===== src/ppm_see_pkg.sv =====
// shared types, codes and constants of the secondary escape estimator
package ppm_see_pkg;

   localparam int FREQ_BITS_DEF = 7;
   localparam int FREQ_MAX_DEF = 16384;

   localparam int NCTX = 352;
   localparam int CTX_INDEX_W = 9;
   localparam int ROW_W = 6;
   localparam logic [CTX_INDEX_W-1:0] RESERVED_INDEX = 9'd344;
   localparam logic [8:0] RESERVED_SYMBOLS = 9'd256;
   localparam logic [12:0] ESC_TOTAL_FACTOR = 13'd11;
   localparam logic [7:0] INIT_COUNT = 8'd16;

   localparam int DIVIDEND_W = 16;
   localparam int DIVISOR_W = 9;

   localparam logic [15:0] BIN_ESC_TABLE [16] = '{
      16'h3CDD, 16'h1F3F, 16'h59BF, 16'h48F3, 16'h5FFB, 16'h5545, 16'h63D1, 16'h5D9D,
      16'h64A1, 16'h5ABC, 16'h6632, 16'h6051, 16'h68F6, 16'h549B, 16'h6BCA, 16'h3AB0
   };

   typedef enum logic [1:0] {
      REQ_ESCAPE = 2'd0,
      REQ_UPDATE = 2'd1,
      REQ_BINARY = 2'd2,
      REQ_INIT   = 2'd3
   } req_code_type;

   typedef enum logic [3:0] {
      S_BOOT_CLEAR,
      S_IDLE,
      S_ESC_INDEX,
      S_ESC_READ,
      S_ESC_WRITE,
      S_UPD_READ,
      S_UPD_WRITE,
      S_BIN_START,
      S_BIN_WAIT,
      S_INIT_CLEAR
   } state_type;

   typedef enum logic [1:0] {
      WR_CLEAR,
      WR_ESCAPE,
      WR_UPDATE
   } wr_sel_type;

   typedef enum logic [1:0] {
      RES_ZERO,
      RES_ESCAPE,
      RES_BINARY
   } res_sel_type;

   typedef struct packed {
      logic [15:0] sum;
      logic [3:0]  shift;
      logic [7:0]  count;
   } ctx_entry_type;

   typedef struct packed {
      logic        load;
      logic        sel_load;
      logic        clear;
      logic        rd_en;
      logic        wr_en;
      wr_sel_type  wr_sel;
      logic        div_start;
      logic        respond;
      res_sel_type res_sel;
   } cmd_type;

   typedef struct packed {
      logic div_done;
      logic clr_last;
   } status_type;

endpackage


===== src/ppm_see_ctrl.sv =====
// request sequencer of the secondary escape estimator
module ppm_see_ctrl (
   input  logic                    clock,
   input  logic                    reset,
   input  logic                    start,
   input  logic [1:0]              req_type,
   input  ppm_see_pkg::status_type status,
   output ppm_see_pkg::cmd_type    cmd,
   output logic                    busy,
   output logic                    rsp_strobe
);
   import ppm_see_pkg::*;

   state_type state_ff, state_in;
   logic      strobe_ff;

   always_comb begin
      state_in = state_ff;
      case (state_ff)
         S_BOOT_CLEAR: begin
            if (status.clr_last) state_in = S_IDLE;
         end
         S_IDLE: begin
            if (start) begin
               case (req_code_type'(req_type))
                  REQ_ESCAPE: state_in = S_ESC_INDEX;
                  REQ_UPDATE: state_in = S_UPD_READ;
                  REQ_BINARY: state_in = S_BIN_START;
                  REQ_INIT:   state_in = S_INIT_CLEAR;
                  default:    state_in = S_IDLE;
               endcase
            end
         end
         S_ESC_INDEX: state_in = S_ESC_READ;
         S_ESC_READ:  state_in = S_ESC_WRITE;
         S_ESC_WRITE: state_in = S_IDLE;
         S_UPD_READ:  state_in = S_UPD_WRITE;
         S_UPD_WRITE: state_in = S_IDLE;
         S_BIN_START: state_in = S_BIN_WAIT;
         S_BIN_WAIT: begin
            if (status.div_done) state_in = S_IDLE;
         end
         S_INIT_CLEAR: begin
            if (status.clr_last) state_in = S_IDLE;
         end
         default: state_in = S_IDLE;
      endcase
   end

   always_comb begin
      cmd = '0;
      cmd.wr_sel = WR_CLEAR;
      cmd.res_sel = RES_ZERO;
      busy = 1'b1;
      case (state_ff)
         S_BOOT_CLEAR: begin
            cmd.clear = 1'b1;
            cmd.wr_en = 1'b1;
         end
         S_IDLE: begin
            busy = 1'b0;
            cmd.load = start;
         end
         S_ESC_INDEX: cmd.sel_load = 1'b1;
         S_ESC_READ:  cmd.rd_en = 1'b1;
         S_ESC_WRITE: begin
            cmd.wr_en = 1'b1;
            cmd.wr_sel = WR_ESCAPE;
            cmd.respond = 1'b1;
            cmd.res_sel = RES_ESCAPE;
         end
         S_UPD_READ: cmd.rd_en = 1'b1;
         S_UPD_WRITE: begin
            cmd.wr_en = 1'b1;
            cmd.wr_sel = WR_UPDATE;
            cmd.respond = 1'b1;
         end
         S_BIN_START: cmd.div_start = 1'b1;
         S_BIN_WAIT: begin
            cmd.respond = status.div_done;
            cmd.res_sel = RES_BINARY;
         end
         S_INIT_CLEAR: begin
            cmd.clear = 1'b1;
            cmd.wr_en = 1'b1;
            cmd.respond = status.clr_last;
         end
         default: busy = 1'b1;
      endcase
   end

   always_ff @(posedge clock) begin
      if (reset) begin
         state_ff <= S_BOOT_CLEAR;
         strobe_ff <= 1'b0;
      end else begin
         state_ff <= state_in;
         strobe_ff <= cmd.respond;
      end
   end

   assign rsp_strobe = strobe_ff;

endmodule


===== config.mk =====
export PLATFORM = sky130hd
export DESIGN_NAME = ppm_see_ctrl
export DESIGN_NICKNAME = d
export VERILOG_FILES = /design/src/ppm_see_pkg.sv /design/src/ppm_see_ctrl.sv
export SDC_FILE = /design/constraint.sdc
export NUM_CORES = 1
export LEC_CHECK = 0
export ABC_AREA = 1
export CELL_PAD_IN_SITES_DETAIL_PLACEMENT = 0
export CELL_PAD_IN_SITES_GLOBAL_PLACEMENT = 1
export CORE_MARGIN = 1
export CORE_UTILIZATION = 34
export DETAILED_ROUTE_END_ITERATION = 12
export DONT_BUFFER_PORTS = 1
export PLACE_DENSITY = 0.77
export SYNTH_ARGS = -nofsm -noshare
export SYNTH_HDL_FRONTEND = slang
export SYNTH_SLANG_ARGS = --single-unit

===== constraint.sdc =====
create_clock -name clock -period 1.05 [get_ports clock]
set_input_delay 0.105 -clock clock [delete_from_list [all_inputs] [get_ports clock]]
set_output_delay 0.105 -clock clock [all_outputs]
set_load 0.02 [all_outputs]

==> impl_metrics.csv, run 1 <==
group,metric,value,unit
final_layout,multi_input_area,437,um2
setup_path,required,0.94,ns
detailed_routing,drtIter0Drc,10,
sta,fin_ws,-0.275,ns
cts,cts_tree,"built",
final_layout,fill_cells,108,
synth,syn-num-nets,89,
setup_path,crit_start,"state_ff[1]",
status,violations,"setup timing",
synth,synth_cells,79,
sta,finalClockSkew,0.00167,ns
synth,ys.warnings.count,0,
global_routing,gr-total-overflow,0,
final_layout,final_cells,122,
pwr,power_density,3220,nW/um2
detailed_routing,vias,574,
pwr,peakVddDrop,1.56,mV
global_routing,grt_antenna_before_repair,0,
setup_path,arrival,1.22,ns
cts,path_clk_slew,0.04,ns
placed_design,port_buffers,0,
synth,ys_seq_area_share,20.5,%
sta,tns,-3.07,ns
cts,cts_buffers,3,
setup_path,critPathKind,"reg2out",
synth,synth-seq-cells,5,
detailed_routing,antenna_left,0,
final_layout,n_antenna_cell,0,
cts,clk-insertion-delay-late,0.24,ns
final_layout,layout_common_cells,"buf_4 (13), inv_1 (11), buf_6 (11), nand2_1 (10), nand3_2 (8)",
sta,tightest_slew,0.264,ns
pwr,pwr-share-comb,77.5,%
global_routing,grt_pass1_vias,516,
global_routing,grt_max_degree,7,
status,status,"complete, but fails checks",
setup_path,reg2reg_depth,8,
worst_hold_path,holdCritStartpoint,"reset",
final_layout,fin_area,918,um2
setup_path,crit-reg2reg-launch,"state_ff[3]",
sta,finalCriticalPeriod,1.33,ns
detailed_routing,drt_first_pass_iters,4,
placed_design,globalplace.congestion,0.789,
sta,finalSetupViolations,17,
sta,finalHoldWorstSlack,0.0480,ns
floorplanning,die_y,39.9,um
floorplanning,core,1320,um2
cts,cts.sinks,5,
synth,syn_area_per_cell,6.19,um2
cts,root_buffer,"clkbuf_4",
synth,synthesis.area,489,um2
global_routing,grt_pass1_wl,2100,um
pwr,clock_power_share,7.3,%
placed_design,place_hpwl,968,um
pwr,sw_frac_of_total,49.2,%
floorplanning,die_x,39.9,um
cts,clk_path_buf_depth,2,
final_layout,fin_nets,118,
setup_path,setup.worst_path.end_class,"output port",
synth,yosys.cell_types.count,18,
job,cap_violations,0,
cts,htreeDepth,1,
sta,drv_slew,0,
floorplanning,num_io_pins,20,
pwr,p_seq_share,15.2,%
pwr,p_int,1500,uW
sta,slew_headroom,82.4,%
floorplanning,dieArea,1590,um2
pwr,power.switching,1460,uW
sta,grt_setup_unrepaired,"true",
final_layout,layout-drive-gt1-share,63.6,%
pwr,leakagePower,0.000469,uW
setup_path,startpoint_type,"flip-flop",
placed_design,place_area,677,um2
setup_path,cp_max_fo,5,
detailed_routing,post_drt_wl_per_cell,12.1,um
floorplanning,rows,13,
worst_hold_path,hold_path_class,"in2reg",
detailed_routing,wl,1470,um
final_layout,regArea,115,um2
final_layout,area_growth,87.7,%
sta,period_share,126,%
detailed_routing,routed_via_density,4.70,
sta,clock.fmax,0.754,GHz
pwr,power,2960,uW
worst_hold_path,whs_path_depth,3,
placed_design,dp.cells,107,
final_layout,layout_commonest_cell,"buf_4",
global_routing,track_usage,19.4,%
floorplanning,start_util,37.1,%
detailed_routing,drc,0,
sta,hold_viol,0,
[repair_timing]
action | in CTS | in global routing
endpoints found under the hold margin | 2 | 0
setup buffers | 6 | 4
cloned | 0 | 0
setup endpoints to repair | 17 | 17
gates resized for setup | 22 | 16
pin swaps | 8 | 13
hold buffers | 1 | 0
[power by group through the flow]
| stage | clock network [uW] | logic [uW] | registers (uW) |
|---|---|---|---|
| floorplan | 0 | 1060 | 416 |
| global placement | 0 | 1540 | 434 |
| detailed placement | 0 | 1540 | 431 |
| CTS | 223 | 1990 | 434 |
| global route | 245 | 2460 | 460 |
| finish | 216 | 2290 | 450 |
[layout make-up]
class	instances	share of cell area, %
Clock buffer	4	2.86
Inverter	20	9.81
Multi-Input combinational cell	53	47.5
Sequential cell	5	12.5
Tap cell	15	2.04
Timing Repair Buffer	25	25.2
[per-layer routing]
layer	global-route usage [%]	vias to the layer above	routed length, um
met2	35.1	15	796
met4	2.59	0	0
met5	0	-	0
met3	3.89	0	74
li1	-	301	-
met1	23.7	258	602
[final timing paths]
| path | to | slack, ns |
|---|---|---|
| min reg2reg | state_ff[3] | 0.60 |
| max | cmd[2] | -0.28 |
| max reg2reg | state_ff[3] | -0.17 |
| min | rsp_strobe | 0.05 |
[through the flow]
step | utilization, % | worst slack (ns)
5_1_grt | 69.7 | -0.342
3_3_place_gp | 51.4 | -0.158
3_5_place_dp | 51.4 | -0.138
4_1_cts | 63.1 | -0.245
6_report | 69.7 | -0.275
2_1_floorplan | - | -0.166
[kinds of logic (layout without fill, tap and decap cells)]
logic type	Yosys count	in the layout	share of synthesized area [%]
simple gates	46	46	50.9
buf+inv	21	49	16.9
flops	5	5	20.5
compound gates	4	4	4.09
fa+ha+maj	3	3	7.67
[critical path, stage by stage (launching register included)]
cell and delay [ns]:
dfxtp_4 0.38, nor2_4 0.14, inv_2 0.06, nor3_4 0.16, nand2_1 0.09, nand3_2 0.16
[registers in the layout, indices dropped and copies added, names as in the netlist]
name	flops
state_ff	4
rsp_strobe	1
[Yosys cell counts]
cell type / count / area share, %
nand3_2: 1 / 2.0
nor2_2: 2 / 2.6
buf_4: 1 / 1.5
inv_2: 2 / 1.5
nor3_1: 1 / 1.0
nand4_1: 1 / 1.3
dfxtp_1: 5 / 20
nand2_2: 1 / 1.3
nor2_8: 1 / 4.1
ha_1: 3 / 7.7
inv_1: 18 / 14
nand2_1: 14 / 11
nand3_1: 12 / 12
a21oi_1: 3 / 3.1
nor3_2: 2 / 4.1
nor2_1: 9 / 6.9
o21ai_0: 1 / 1.0
nand2_4: 2 / 4.6
Note: power is estimated with default switching activity, not from simulation.
==> run 2: changes to the inputs <==
--- a/config.mk
+++ b/config.mk
@@ -18 +18,2 @@
 export SYNTH_SLANG_ARGS = --single-unit
+export TNS_END_PERCENT = 10
--- a/constraint.sdc
+++ b/constraint.sdc
@@ -3,2 +3,2 @@
 set_output_delay 0.105 -clock clock [all_outputs]
-set_load 0.02 [all_outputs]
+set_load 0.01 [all_outputs]
==> impl_metrics.csv, run 2 (synthesis results as in run 1) <==
group,metric,value,unit
final_layout,fill_cells,120,
detailed_routing,wl,1360,um
sta,finalCriticalPeriod,1.25,ns
pwr,power.switching,1150,uW
placed_design,place_hpwl,953,um
detailed_routing,drtIter0Drc,7,
status,status,"complete, but fails checks",
floorplanning,num_io_pins,20,
worst_hold_path,hold_path_class,"in2reg",
placed_design,port_buffers,0,
global_routing,gr-total-overflow,0,
worst_hold_path,holdCritStartpoint,"reset",
sta,tightest_slew,0.161,ns
cts,htreeDepth,1,
cts,clk-insertion-delay-late,0.24,ns
sta,finalSetupViolations,17,
pwr,leakagePower,0.000414,uW
sta,grt_setup_unrepaired,"true",
global_routing,grt_pass1_vias,473,
global_routing,grt_pass1_wl,1800,um
setup_path,critPathKind,"reg2out",
sta,period_share,119,%
global_routing,use_met2,31.5,%
global_routing,grt_antenna_before_repair,0,
pwr,power_density,2950,nW/um2
setup_path,setup.worst_path.end_class,"output port",
cts,cts.sinks,5,
global_routing,use_met1,19.1,%
detailed_routing,post_drt_wl_per_cell,11.7,um
placed_design,dp.cells,106,
floorplanning,core,1320,um2
setup_path,r2r-end,"state_ff[0]",
final_layout,final_cells,116,
final_layout,final_util,60.4,%
global_routing,track_usage,17.0,%
floorplanning,dieArea,1590,um2
worst_hold_path,whs_path_depth,3,
pwr,clock_power_share,9.5,%
detailed_routing,vias,551,
global_routing,met3_usage,1.67,%
setup_path,rrSetupSlack,-0.12,ns
setup_path,cp_max_fo,4,
pwr,p_seq_share,17.8,%
final_layout,layout_common_cells,"nand2_1 (13), buf_4 (13), inv_1 (10), inv_2 (9), nand3_1 (9)",
global_routing,grt-busiest-layer,"met2",
final_layout,layout-drive-gt1-share,54.5,%
final_layout,n_antenna_cell,0,
detailed_routing,routed_via_density,4.75,
detailed_routing,antenna_left,0,
job,cap_violations,0,
setup_path,arrival,1.15,ns
sta,fin_ws,-0.204,ns
detailed_routing,drt_first_pass_iters,2,
sta,tns,-2.14,ns
cts,cts_tree,"built",
setup_path,startpoint_type,"flip-flop",
pwr,pwr-share-comb,72.7,%
setup_path,crit_start,"state_ff[3]",
cts,clk_path_buf_depth,2,
pwr,peakVddDrop,1.57,mV
cts,cts_buffers,3,
final_layout,top_register,"state_ff",
detailed_routing,drc,0,
global_routing,grt_max_degree,7,
floorplanning,die_x,39.9,um
sta,slew_headroom,89.1,%
setup_path,crit-reg2reg-launch,"state_ff[0]",
cts,path_clk_slew,0.04,ns
cts,root_buffer,"clkbuf_4",
sta,clock.fmax,0.797,GHz
sta,finalClockSkew,0.00302,ns
sta,drv_slew,0,
placed_design,dp_slack,-0.0896,ns
pwr,sw_frac_of_total,48.8,%
floorplanning,die_y,39.9,um
final_layout,fin_area,796,um2
pwr,p_int,1200,uW
floorplanning,start_util,37.1,%
setup_path,required,0.94,ns
worst_hold_path,holdPathEnd,"state_ff[3]",
final_layout,fin_nets,112,
floorplanning,rows,13,
final_layout,largest_reg_flops,4,
sta,hold_viol,0,
placed_design,place_area,627,um2
setup_path,reg2reg_depth,7,
final_layout,area_growth,62.7,%
status,violations,"setup timing",
placed_design,globalplace.congestion,0.741,
-- run 2: layer usage --
metal	vias up	routed length, um
li1	287	-
met1	251	597
met2	11	698
met3	2	41
met4	0	17
met5	-	0
-- run 2: worst max-delay path, cell delays in order, from the launching register on --
cell     delay (ns)
dfxtp_4        0.39
inv_4          0.05
buf_6          0.12
nor3_4         0.16
nand2_1        0.09
nand3_2        0.10
-- run 2: power by group through the flow --
| stage | registers, uW | logic, uW | clock network, uW |
|---|---|---|---|
| after floorplan | 373 | 864 | 0 |
| after global placement | 376 | 1310 | 0 |
| after detailed placement | 377 | 1310 | 0 |
| after CTS | 399 | 1430 | 232 |
| after global routing | 429 | 1860 | 235 |
| final | 418 | 1710 | 222 |
-- run 2: worst max path at each step --
| stage | endpoint | slack [ns] | depth (start not counted) |
|---|---|---|---|
| final | cmd[2] | -0.20 | 5 |
| after global routing | cmd[2] | -0.25 | 5 |
| after CTS | cmd[2] | -0.23 | 5 |
| after detailed placement | state_ff[3] | -0.09 | 7 |
| after global placement | state_ff[2] | -0.09 | 6 |
| after floorplan | state_ff[0] | -0.02 | 6 |
-- run 2: metrics by stage --
step,power [uW],hold slack [ns]
2_1_floorplan,1240,0.165
3_3_place_gp,1690,0.170
3_5_place_dp,1690,0.170
4_1_cts,2060,0.0280
5_1_grt,2530,0.0349
6_report,2350,0.0310
-- run 2: cell type report --
cell class / instances / area [um2] / share of cell area (%)
Inverter: 20 / 77.6 / 9.75
Multi-Input combinational cell: 53 / 394 / 49.5
Timing Repair Buffer: 19 / 164 / 20.6
Sequential cell: 5 / 115 / 14.5
Tap cell: 15 / 18.8 / 2.36
Clock buffer: 4 / 26.3 / 3.30
-- run 2: repair_timing --
item / in CTS / in global routing
endpoints found under the hold margin: 2 / 0
buffers inserted: 2 / 3
gates resized for setup: 15 / 16
hold buffers: 1 / 0
endpoints found under the setup margin: 17 / 17
pin swaps: 4 / 9
